==> src/sv/prav_pkg.sv <==
package prav_pkg;

    // store geometry; the store holds one entry per pixel, indexed modulo its depth
    localparam int PIXELS    = 4096;
    localparam int ADDR_W    = $clog2(PIXELS);
    localparam int IDX_W     = 12;
    localparam int SAMPLE_W  = 16;
    localparam int WIN_W     = 10;

    localparam logic [WIN_W-1:0] WINDOW_RESET = WIN_W'(10);

    // (n-1)*avg is an (WIN_W+1) x SAMPLE_W signed product, one more bit for the sample add
    localparam int PROD_W    = WIN_W + 1 + SAMPLE_W;
    localparam int ACC_W     = PROD_W + 1;

    // quotient magnitude never exceeds 2^(SAMPLE_W-1), so SAMPLE_W steps suffice
    localparam int DIV_STEPS = SAMPLE_W;
    localparam int STEP_W    = $clog2(DIV_STEPS);
    localparam int MAG_W     = SAMPLE_W + WIN_W;

    // commands from controller to datapath
    typedef struct packed {
        logic clr_write;
        logic load;
        logic mem_read;
        logic mul;
        logic acc;
        logic div_step;
        logic write_back;
        logic out_load;
    } prav_cmd_t;

    // status from datapath to controller
    typedef struct packed {
        logic clr_last;
    } prav_status_t;

endpackage

==> src/sv/prav_ctrl.sv <==
module prav_ctrl import prav_pkg::*; (
    input  logic         aclk,
    input  logic         aresetn,
    input  logic         s_valid,
    output logic         s_ready,
    input  logic         m_ready,
    output logic         m_valid,
    input  prav_status_t status,
    output prav_cmd_t    cmd
);

    typedef enum logic [2:0] {
        ST_CLEAR,
        ST_IDLE,
        ST_READ,
        ST_MUL,
        ST_ACC,
        ST_DIV,
        ST_WRITE,
        ST_OUT
    } state_t;

    state_t            state_reg, state_next;
    logic [STEP_W-1:0] step_reg, step_next;
    logic              m_valid_reg, m_valid_next;
    logic              accept;
    logic              out_free;

    assign s_ready  = (state_reg == ST_IDLE);
    assign accept   = s_valid && s_ready;
    assign out_free = !m_valid_reg || m_ready;
    assign m_valid  = m_valid_reg;

    // command decode
    always_comb begin
        cmd            = '0;
        cmd.clr_write  = (state_reg == ST_CLEAR);
        cmd.load       = accept;
        cmd.mem_read   = (state_reg == ST_READ);
        cmd.mul        = (state_reg == ST_MUL);
        cmd.acc        = (state_reg == ST_ACC);
        cmd.div_step   = (state_reg == ST_DIV);
        cmd.write_back = (state_reg == ST_WRITE);
        cmd.out_load   = (state_reg == ST_OUT) && out_free;
    end

    // next state
    always_comb begin
        state_next = state_reg;
        step_next  = step_reg;
        unique case (state_reg)
            ST_CLEAR: begin
                if (status.clr_last) begin
                    state_next = ST_IDLE;
                end
            end
            ST_IDLE: begin
                if (accept) begin
                    state_next = ST_READ;
                end
            end
            ST_READ:  state_next = ST_MUL;
            ST_MUL:   state_next = ST_ACC;
            ST_ACC: begin
                state_next = ST_DIV;
                step_next  = '0;
            end
            ST_DIV: begin
                step_next = step_reg + STEP_W'(1);
                if (step_reg == STEP_W'(DIV_STEPS - 1)) begin
                    state_next = ST_WRITE;
                end
            end
            ST_WRITE: state_next = ST_OUT;
            ST_OUT: begin
                if (out_free) begin
                    state_next = ST_IDLE;
                end
            end
            default:  state_next = ST_CLEAR;
        endcase
    end

    // output valid: set on load, dropped when taken
    always_comb begin
        m_valid_next = m_valid_reg;
        if (cmd.out_load) begin
            m_valid_next = 1'b1;
        end else if (m_ready) begin
            m_valid_next = 1'b0;
        end
    end

    // state and registered outputs
    always_ff @(posedge aclk) begin
        if (!aresetn) begin
            state_reg   <= ST_CLEAR;
            step_reg    <= '0;
            m_valid_reg <= 1'b0;
        end else begin
            state_reg   <= state_next;
            step_reg    <= step_next;
            m_valid_reg <= m_valid_next;
        end
    end

endmodule

==> config.mk <==
export PLATFORM = sky130hd
export DESIGN_NAME = prav_ctrl
export DESIGN_NICKNAME = d
export VERILOG_FILES = /design/src/sv/prav_pkg.sv /design/src/sv/prav_ctrl.sv
export SDC_FILE = /design/constraint.sdc
export NUM_CORES = 1
export LEC_CHECK = 0
export BUFFER_PORTS_ARGS = -buffer_cell sky130_fd_sc_hd__clkbuf_2
export CAP_MARGIN = 20
export CORE_AREA = 2 2 39 41
export DETAILED_ROUTE_END_ITERATION = 12
export DIE_AREA = 0 0 41 43
export PLACE_DENSITY_LB_ADDON = 0.12
export RECOVER_POWER = 50
export SYNTH_ARGS = -nofsm -noshare
export SYNTH_HDL_FRONTEND = slang
export SYNTH_SLANG_ARGS = --single-unit
==> constraint.sdc <==
create_clock -name aclk -period 1.1 [get_ports aclk]
set_input_delay 0 -clock aclk [delete_from_list [all_inputs] [get_ports aclk]]
set_output_delay 0 -clock aclk [all_outputs]
set_load 0.02 [all_outputs]
# Yosys cells after proc, flatten, opt, wreduce, memory -nomap -nowiden
# Index checks and enable logic that the tools add are counted.
[classes]
n_addsub = 1
n_eq_ne = 12
muxes = 8
reduce_logical = 8
[op_table]
columns = ["op", "n"]
rows = [
  ["$pmux W3 S8", 1],
  ["$eq A3 B3 Y1 const B", 4],
  ["$mux W3", 4],
  ["$pmux W4 S2", 1],
  ["$eq A3 B2 Y1 const B", 2],
  ["$add A4 B1 Y4 const B", 1],
  ["$eq A4 B4 Y1 const B", 1],
  ["$ne A2 B1 Y1 const B", 2],
  ["$ne A2 B2 Y1 const B", 2],
  ["$reduce_and A4 Y1", 1],
  ["$reduce_bool A2 Y1", 2],
  ["$eq A3 B1 Y1 const B", 1],
  ["$logic_not A3 Y1", 1],
  ["$logic_and A1 B1 Y1", 2],
  ["$mux W1", 2],
  ["$logic_not A1 Y1", 1],
  ["$logic_or A1 B1 Y1", 1],
]
[word_totals]
reg_bits = 8
input_bits = 5
output_inout_bits = 10
wordCells = 32

# Logic depth before layout (Yosys ltp)
# Gate-level depths: netlist of run 1.
[logic_depth]
ltp_word = 4
depth_mapped = 4
depth_no_buf = 4

# Least setup slack after synthesis of run 1
# OpenSTA, ideal clock, no wires.
[synth_timing]
path_kind = "reg2out"
start = "reg state_reg[2]"
end = "out cmd[6] in the netlist's numbering"
t_arrival_ns = 1.368
t_required_ns = 1.100
path_slack_ns = -0.268
stages_incl_launch_ff = 5
path_buffers = 2
path_cell_list = "dfxtp_1 > buf_2 > nor3b_1 > and2_1 > buf_4"
[synth_via]
elab_chain_cells = 2
[synth_rtl]
columns = ["item", "line", "source"]
rows = [
  ["from (decl)", "prav_ctrl.sv:23", "state_t state_reg, state_next;"],
  ["from (signal assigned)", "prav_ctrl.sv:101", "state_reg <= state_next;"],
  ["$eq A3 B1 Y1", "prav_ctrl.sv:29", "assign s_ready = (state_reg == ST_IDLE);"],
  ["net s_ready", "prav_ctrl.sv:5", "output logic s_ready,"],
  ["$logic_and A1 B1 Y1", "prav_ctrl.sv:30", "assign accept = s_valid && s_ready;"],
  ["to (decl)", "prav_ctrl.sv:9", "output prav_cmd_t cmd"],
]
# The timed path passes the listed nets, and every way through them passes these cells.

==> results of run 1 <==
cell type report:
| type | count | area share |
|---|---|---|
| Inverter | 3 | 0.0152 |
| Clock buffer | 3 | 0.0305 |
| Tap cell | 16 | 0.0271 |
| Sequential cell | 8 | 0.223 |
| Multi-Input combinational cell | 42 | 0.391 |
| Timing Repair Buffer | 28 | 0.313 |
kinds of logic (layout without fill, tap and decap cells):
| kind of cell | count (synthesis) | in the layout | synth area share |
|---|---|---|---|
| compound gates | 13 | 13 | 0.164 |
| buf+inv | 8 | 34 | 0.0919 |
| simple gates | 27 | 27 | 0.337 |
| fa+ha+maj | 1 | 1 | 0.0279 |
| flops | 8 | 8 | 0.357 |
| mux | 1 | 1 | 0.0223 |
how the worst max path moves through the flow:
stage	from	to	slack, ns	cells after the start
finish	state_reg[0]$_SDFFE_PN0P_	cmd[6]	-0.07	4
global route	state_reg[0]$_SDFFE_PN0P_	cmd[6]	-0.13	4
CTS	state_reg[0]$_SDFFE_PN0P_	cmd[6]	-0.09	4
detailed placement	step_reg[0]$_SDFFE_PN0P_	step_reg[2]$_SDFFE_PN0P_	0.004	3
global placement	step_reg[0]$_SDFFE_PN0P_	step_reg[2]$_SDFFE_PN0P_	0.02	3
floorplan	state_reg[2]$_SDFFE_PN0P_	cmd[6]	-0.03	4
critical path, delay by kind of cell (launching register included):
family	cells	cell delay (ns)
DFF	1	0.34
buffers and inverters	2	0.26
and+or+nand+nor	2	0.32
stage by stage:
step	hold WS [ns]	total power [µW]
floorplan	0.122	393
global placement	0.252	439
detailed placement	0.259	438
CTS	0.0436	715
global route	0.0504	762
finish	0.0316	731
per-layer routing:
metal	up-vias	global-route usage	share of wire	routed length [µm]
li1	253	-	-	-
met2	12	0.219	0.49	560
met4	0	0.120	0.012	14
met5	-	0	0	0
met1	213	0.181	0.46	517
met3	2	0.0314	0.038	43
what timing repair did:
item | 4_1_cts | 5_1_grt
hold buffers | 1 | 0
setup buffers | 6 | 1
gates resized for setup | 22 | 15
hold endpoints to repair | 1 | 0
endpoints found under the setup margin | 10 | 14
pin swaps | 3 | 4
layout by cell type (no fill, tap or decap), drive strengths merged, types with 2 or more instances in the layout:
cell type,n
clkbuf,10
nor2b,4
inv,3
buf,20
nor2,4
a211oi,2
o21ai,4
a21oi,5
nand3,5
and2,2
dfxtp,8
nand2,3
nor3b,3
report_power, final:
group / switching (µW) / total (µW) / internal, µW
sequential: 6.16 / 306 / 300
clock: 111 / 237 / 126
combinational: 89.8 / 188 / 98.3
==> impl_summary.txt, run 1 <==
----------------------------------------------------
[Outcome]
  Result of the run ... complete, but fails checks
  Failing checks ... negative setup slack

[Timing]
  Max Clk Rate ... 853 MHz
  Final critical-path setup slack ... -0.0729 ns
  Relative slew slack ... 0.837
  Fin crit share ... 1.07
  Final hold violation count ... 0
  Final total negative setup slack ... -0.266 ns
  Clock period minus worst slack ... 1.17 ns
  Setup violators final ... 7
  Slew Viols, Final ... 0
  Worst Max-Slew Pin Slew ... 0.245 ns
  Clock tree skew after final layout ... 0.00531 ns
  RSZ-0062 raised after global routing ... true

[CTS]
  TritonCTS clock tree ... built
  Number of sinks on the clock net ... 8
  Clock Latency Late Sink ... 0.26 ns
  Number of CTS-inserted buffers ... 3
  H-tree depth ... 1
  Maximum number of buffers from clock root to sink ... 2
  Post-CTS clock slew at the launch and capture registers of the worst setup and hold paths ... 0.06 ns
  Clock tree root driver cell ... sky130_fd_sc_hd__clkbuf_4

[Min path]
  Worst hold path class ... in -> reg
  Depth of the worst hold-timing path ... 3
  Hold Path End ... state_reg[0]$_SDFFE_PN0P_
  Origin of the worst min-delay path ... status

[Finish]
  Final design area excluding fillers ... 739 µm²
  Area overhead of the layout relative to synthesis ... 64.6%
  Post-Route Utilization ... 0.534
  Total area of multi-input combinational cells ... 289 µm²
  Number of fillers in the final layout ... 144
  Total inserted antenna cells ... 0
  Count of placed standard cells in the final layout, fillers left out ... 100
  Layout cells sized above 1 ... 0.500
  Flip-flop count of the largest register after layout ... 4
  Number of nets in the final layout ... 92
  Reg area ... 165 µm²

[Route]
  Detailed router's first-iteration violation count ... 9
  Number of nets with antenna violations after detailed routing ... 0
  Sum of routed wire length over all layers ... 1140 µm
  Post-route DRC violation count ... 0
  Via count ... 480
  Via density ... 4.80
  First-pass DRT Iterations ... 4
  DR WL/cell ... 11.4 µm

[Synthesis]
  Primary FF master, synth ... sky130_fd_sc_hd__dfxtp_1
  Fraction of synthesis flops using an asynchronous set or reset pin ... 0
  Total number of yosys warnings ... 0
  Commonest cells in the synthesized netlist ... sky130_fd_sc_hd__dfxtp_1, sky130_fd_sc_hd__a21oi_1, sky130_fd_sc_hd__nand3_1
  Cell area after synthesis ... 449 µm²
  Number of instances in the synthesized netlist ... 58
  Number of synthesized register bits ... 8
  Top area cells in the synthesized netlist ... sky130_fd_sc_hd__dfxtp_1, sky130_fd_sc_hd__a21oi_1, sky130_fd_sc_hd__nand3_1
  Most common cell in the synthesized netlist ... sky130_fd_sc_hd__dfxtp_1
  Post-synthesis net count ... 64
  Post-synth top area share ... 0.357
  Cell type contributing the most total cell area after synthesis ... sky130_fd_sc_hd__dfxtp_1
  EDFF count, synth ... 0
  Post-Syn Area per Cell ... 7.74 µm²
  Count of different cell masters after synthesis ... 23
  Sequential element share of the synthesized area ... 0.357

[Job]
  Max cap viols ... 0

[Die]
  Site Rows ... 14
  Area enclosed by the die boundary ... 1760 µm²
  Effective utilization at floorplan ... 0.325
  Height of the chip ... 43 µm
  Area of the core ... 1380 µm²
  I/O pin count ... 15
  Die extent in x ... 41 µm

[Critical path]
  Cell Chain, Critical Path ... buf_6 -> nor3b_4 -> and2_1 -> clkbuf_8
  Delay of the slowest cell on the worst path ... 0.34 ns
  Startpoint types ... flop
  Crit Reg-Reg Startpoint ... state_reg[0]$_SDFFE_PN0P_
  R2R setup slack ... -0.04 ns
  Endpoint arrival time on the critical path ... 1.17 ns
  Worst reg2reg path endpoint ... step_reg[2]$_SDFFE_PN0P_
  Element type at the critical path end ... primary output
  Worst-path maximum fanout ... 6
  Max stage delay cell, worst path ... sky130_fd_sc_hd__dfxtp_2
  Critical Path RT ... 1.10 ns
  Category of the most critical setup path ... reg -> out
  Path depth of the worst reg2reg path ... 4

[Global route]
  Remaining global-route overflow ... 0
  Initial antenna violation count ... 0
  Global-route wire length before repair ... 1740 µm
  Largest net degree at the start of global routing ... 9
  Total global-route track usage ... 0.151
  Number of global-route vias before repair ... 425

[Pwr]
  Static Leakage ... 0.000312 µW
  Cell Pwr Density ... 989 nW/µm²
  Highest ir drop seen on vdd ... 0.462 mV

[Place]
  Post-placement cell area ... 564 µm²
  Placed cell count ... 89
  Worst Setup Slack post-DPL ... 0.00418 ns
  IO buf count ... 14
  Final Wtd Congestion ... 0.722
  HPWL after detailed placement ... 782 µm

----------------------------------------------------
(Power assumes the default switching activity.)
==> inputs of run 2 (changes only) <==
- clock period: 1.1 -> 0.98 ns (I/O delays scaled with it)
==> impl_summary.txt, run 2 (same netlist as run 1, synthesis figures left out) <==
----------------------------------------------------
[Pwr]
  Power consumption ... 908 µW
  Static Leakage ... 0.000370 µW
  Cell Pwr Density ... 1000 nW/µm²
  Highest ir drop seen on vdd ... 0.694 mV

[CTS]
  Number of sinks on the clock net ... 8
  TritonCTS clock tree ... built
  Number of CTS-inserted buffers ... 3
  Post-CTS clock slew at the launch and capture registers of the worst setup and hold paths ... 0.06 ns
  Clock Latency Late Sink ... 0.26 ns
  H-tree depth ... 1
  Clock tree root driver cell ... sky130_fd_sc_hd__clkbuf_4
  Maximum number of buffers from clock root to sink ... 2

[Timing]
  Setup violators final ... 15
  Slew Viols, Final ... 0
  Final Hold Slack ... 0.0621 ns
  Clock period minus worst slack ... 1.20 ns
  Fin crit share ... 1.23
  Relative slew slack ... 0.749
  Final hold violation count ... 0
  Final critical-path setup slack ... -0.223 ns
  RSZ-0062 raised after global routing ... true
  Worst Max-Slew Pin Slew ... 0.373 ns
  Clock tree skew after final layout ... 0.00193 ns
  Max Clk Rate ... 832 MHz

[Route]
  Number of nets with antenna violations after detailed routing ... 0
  Met3 layer wire length in the routed design ... 76 µm
  Met2 wire length ... 731 µm
  DR WL/cell ... 13.2 µm
  First-pass DRT Iterations ... 3
  Via count ... 532
  Via density ... 4.97
  Detailed router's first-iteration violation count ... 5
  Post-route DRC violation count ... 0
  Highest metal layer used by the detailed router ... met4
  Detailed-routing wirelength on met1 ... 589 µm
  Sum of routed wire length over all layers ... 1410 µm

[Die]
  Area enclosed by the die boundary ... 1760 µm²
  Effective utilization at floorplan ... 0.325
  Die extent in x ... 41 µm
  I/O pin count ... 15
  Site Rows ... 14
  Height of the chip ... 43 µm
  Area of the core ... 1380 µm²

[Min path]
  Origin of the worst min-delay path ... status
  Worst hold path class ... in -> reg

[Finish]
  Layout cells sized above 1 ... 0.670
  Post-Route Utilization ... 0.655
  Most common cell after layout, fill and taps aside ... sky130_fd_sc_hd__buf_4
  Final design area excluding fillers ... 906 µm²
  Area overhead of the layout relative to synthesis ... 102%
  Flip-flop count of the largest register after layout ... 4
  Commonest non-fill, non-tap cells in the layout ... sky130_fd_sc_hd__buf_4, sky130_fd_sc_hd__buf_6, sky130_fd_sc_hd__nand3_1, sky130_fd_sc_hd__dfxtp_2, sky130_fd_sc_hd__clkbuf_2
  Number of nets in the final layout ... 99
  Total inserted antenna cells ... 0

[Global route]
  Total global-route track usage ... 0.199
  Largest net degree at the start of global routing ... 9
  Remaining global-route overflow ... 0
  Initial antenna violation count ... 0
  Global-route wire length before repair ... 2350 µm
  Number of global-route vias before repair ... 548

[Place]
  IO buf count ... 14
  HPWL after detailed placement ... 772 µm
  Post-placement cell area ... 592 µm²
  Final Wtd Congestion ... 0.821

[Critical path]
  Category of the most critical setup path ... reg -> out
  Startpoint types ... flop
  CP startpoint ... state_reg[2]$_SDFFE_PN0P_
  Endpoint arrival time on the critical path ... 1.20 ns
  Worst-path maximum fanout ... 6
  Element type at the critical path end ... primary output
  Critical Path RT ... 0.98 ns
  Crit Reg-Reg Startpoint ... state_reg[2]$_SDFFE_PN0P_

[Job]
  Max cap viols ... 0

[Outcome]
  Failing checks ... negative setup slack
  Result of the run ... complete, but fails checks

----------------------------------------------------
-- run 2: layer usage --
metal,up-vias,GRT usage
li1,273,-
met5,-,0
met1,246,0.217
met2,11,0.288
met4,0,0.127
met3,2,0.105
-- run 2: layout make-up --
cell class | instances | area (µm²)
Fill cell | 111 | 478
Multi-Input combinational cell | 42 | 365
Timing Repair Buffer | 35 | 320
Sequential cell | 8 | 166
Clock buffer | 3 | 22.5
Tap cell | 16 | 20.0
Inverter | 3 | 11.3
-- run 2: per-stage QoR --
stage / worst slack (ns) / setup TNS (ns) / cells
floorplan: -0.0778 / -0.208 / 58
global placement: -0.0842 / -0.207 / 91
detailed placement: -0.0562 / -0.141 / 91
CTS: -0.207 / -1.76 / 103
global route: -0.274 / -2.93 / 107
finish: -0.223 / -2.11 / 107
-- run 2: critical path, cell delays in order, from the launching register on --
cell and delay (ns):
sky130_fd_sc_hd__dfxtp_2 0.33, sky130_fd_sc_hd__buf_6 0.13, sky130_fd_sc_hd__nor3b_4 0.19, sky130_fd_sc_hd__and2_1 0.16, sky130_fd_sc_hd__clkbuf_8 0.14
-- run 2: power breakdown --
group,total [µW],internal [µW],switching (µW)
Combinational,299,164,134
Clock,265,141,124
Sequential,344,336,7.67
-- run 2: what timing repair did --
item / in CTS / in global routing
gates resized for setup: 31 / 27
buffers inserted: 8 / 4
pin swaps: 10 / 4
hold endpoints to repair: 1 / 0
setup endpoints to repair: 14 / 16
hold buffers: 1 / 0
-- run 2: final timing paths --
path	depth (start not counted)	slack, ns	endpoint
setup / recovery	4	-0.22	cmd[6]
hold / removal	3	0.06	state_reg[0]$_SDFFE_PN0P_
setup reg to reg	4	-0.15	step_reg[2]$_SDFFE_PN0P_
hold reg to reg	2	0.49	step_reg[1]$_SDFFE_PN0P_
==> inputs of run 3 (changes only) <==
- SKIP_CTS_REPAIR_TIMING: unset -> 1
==> impl_summary.txt, run 3 (same netlist as run 1, synthesis figures left out) <==
----------------------------------------------------
[Place]
  IO buf count ... 14
  Worst Setup Slack post-DPL ... -0.0562 ns
  Placed cell count ... 91
  Final Wtd Congestion ... 0.821
  HPWL after detailed placement ... 772 µm

[Finish]
  Total inserted antenna cells ... 0
  Flip-flop count of the largest register after layout ... 4
  Commonest non-fill, non-tap cells in the layout ... sky130_fd_sc_hd__buf_4, sky130_fd_sc_hd__buf_6, sky130_fd_sc_hd__nand3_1, sky130_fd_sc_hd__a21oi_1, sky130_fd_sc_hd__clkbuf_2
  Number of nets in the final layout ... 92
  Count of placed standard cells in the final layout, fillers left out ... 100
  Area overhead of the layout relative to synthesis ... 79.4%
  Layout cells sized above 1 ... 0.607

[Die]
  Effective utilization at floorplan ... 0.325
  I/O pin count ... 15
  Die extent in x ... 41 µm
  Height of the chip ... 43 µm
  Area enclosed by the die boundary ... 1760 µm²
  Area of the core ... 1380 µm²
  Site Rows ... 14

[Outcome]
  Failing checks ... negative setup slack
  Result of the run ... complete, but fails checks

[Pwr]
  Static Leakage ... 0.000328 µW
  Highest ir drop seen on vdd ... 0.753 mV
  Cell Pwr Density ... 1070 nW/µm²

[Min path]
  Origin of the worst min-delay path ... status
  Worst hold path class ... in -> reg

[Critical path]
  Element type at the critical path end ... primary output
  Critical Path RT ... 0.98 ns
  Crit Reg-Reg Startpoint ... state_reg[0]$_SDFFE_PN0P_
  Endpoint arrival time on the critical path ... 1.22 ns
  Worst-path maximum fanout ... 6
  Startpoint types ... flop
  Category of the most critical setup path ... reg -> out
  CP startpoint ... state_reg[0]$_SDFFE_PN0P_

[CTS]
  Number of sinks on the clock net ... 8
  TritonCTS clock tree ... built
  Post-CTS clock slew at the launch and capture registers of the worst setup and hold paths ... 0.06 ns
  Clock Latency Late Sink ... 0.26 ns
  Number of CTS-inserted buffers ... 3
  Clock tree root driver cell ... sky130_fd_sc_hd__clkbuf_4
  Maximum number of buffers from clock root to sink ... 2
  H-tree depth ... 1

[Route]
  Number of nets with antenna violations after detailed routing ... 0
  Via count ... 519
  Post-route DRC violation count ... 0
  Via density ... 5.19
  First-pass DRT Iterations ... 3
  Detailed router's first-iteration violation count ... 5
  Sum of routed wire length over all layers ... 1330 µm
  DR WL/cell ... 13.3 µm

[Timing]
  Relative slew slack ... 0.835
  Clock tree skew after final layout ... 0.00428 ns
  RSZ-0062 raised after global routing ... true
  Final critical-path setup slack ... -0.241 ns
  Setup violators final ... 12
  Final hold violation count ... 0
  Clock period minus worst slack ... 1.22 ns
  Slew Viols, Final ... 0
  Max Clk Rate ... 819 MHz
  Fin crit share ... 1.25
  Worst Max-Slew Pin Slew ... 0.249 ns

[Global route]
  Initial antenna violation count ... 0
  Remaining global-route overflow ... 0
  Global-route wire length before repair ... 1730 µm
  Largest net degree at the start of global routing ... 14
  Total global-route track usage ... 0.145
  Number of global-route vias before repair ... 430

[Job]
  Max cap viols ... 0

----------------------------------------------------
## run 3: cell types whose count changed in the layout (fill, tap and decap cells not counted), sizes merged
| cell | previous run | this run |
|---|---|---|
| clkbuf | 10 | 8 |
| buf | 27 | 22 |
## run 3: worst paths after layout
path                                                   to  slack [ns]  cells after the start
worst max-delay path                               cmd[6]       -0.24                      4
worst min-delay path            state_reg[0]$_SDFFE_PN0P_        0.05                      3
worst max register to register   step_reg[2]$_SDFFE_PN0P_       -0.14                      6
worst min register to register   step_reg[1]$_SDFFE_PN0P_        0.49                      2
## run 3: layout make-up
class / count / area (µm²)
multi-input combinational: 42 / 340
fill: 129 / 578
clock buffer: 3 / 22.5
timing repair buffer: 28 / 240
tap: 16 / 20.0
inverter: 3 / 11.3
sequential: 8 / 171
## run 3: where the power goes
part           total, µW  internal, µW  switching [µW]
combinational        257           135             123
sequential           340           331            8.62
clock                263           141             122
total                861           607             254
## run 3: layer usage
metal,wire length [µm],share of wire,global-route usage
met1,531,0.40,0.184
met2,672,0.50,0.203
met5,0,0,0
met3,75,0.056,0.0785
met4,51,0.038,0.0467
## run 3: through the flow
step	setup TNS (ns)	utilization	instance area [µm²]	hold slack, ns	power (µW)
3_3_place_gp	-0.207	0.428	592	0.252	499
2_1_floorplan	-0.208	-	472	0.122	448
5_1_grt	-2.46	0.582	806	0.0724	905
4_1_cts	-2.28	0.444	614	-0.0116	765
3_5_place_dp	-0.141	0.428	592	0.260	497
6_report	-1.61	0.582	806	0.0455	861
## run 3: critical path, cell delays in order, from the launching register on
cell and delay (ns):
sky130_fd_sc_hd__dfxtp_2 0.34, sky130_fd_sc_hd__buf_6 0.13, sky130_fd_sc_hd__nor3b_4 0.20, sky130_fd_sc_hd__and2_4 0.18
sky130_fd_sc_hd__buf_6 0.11
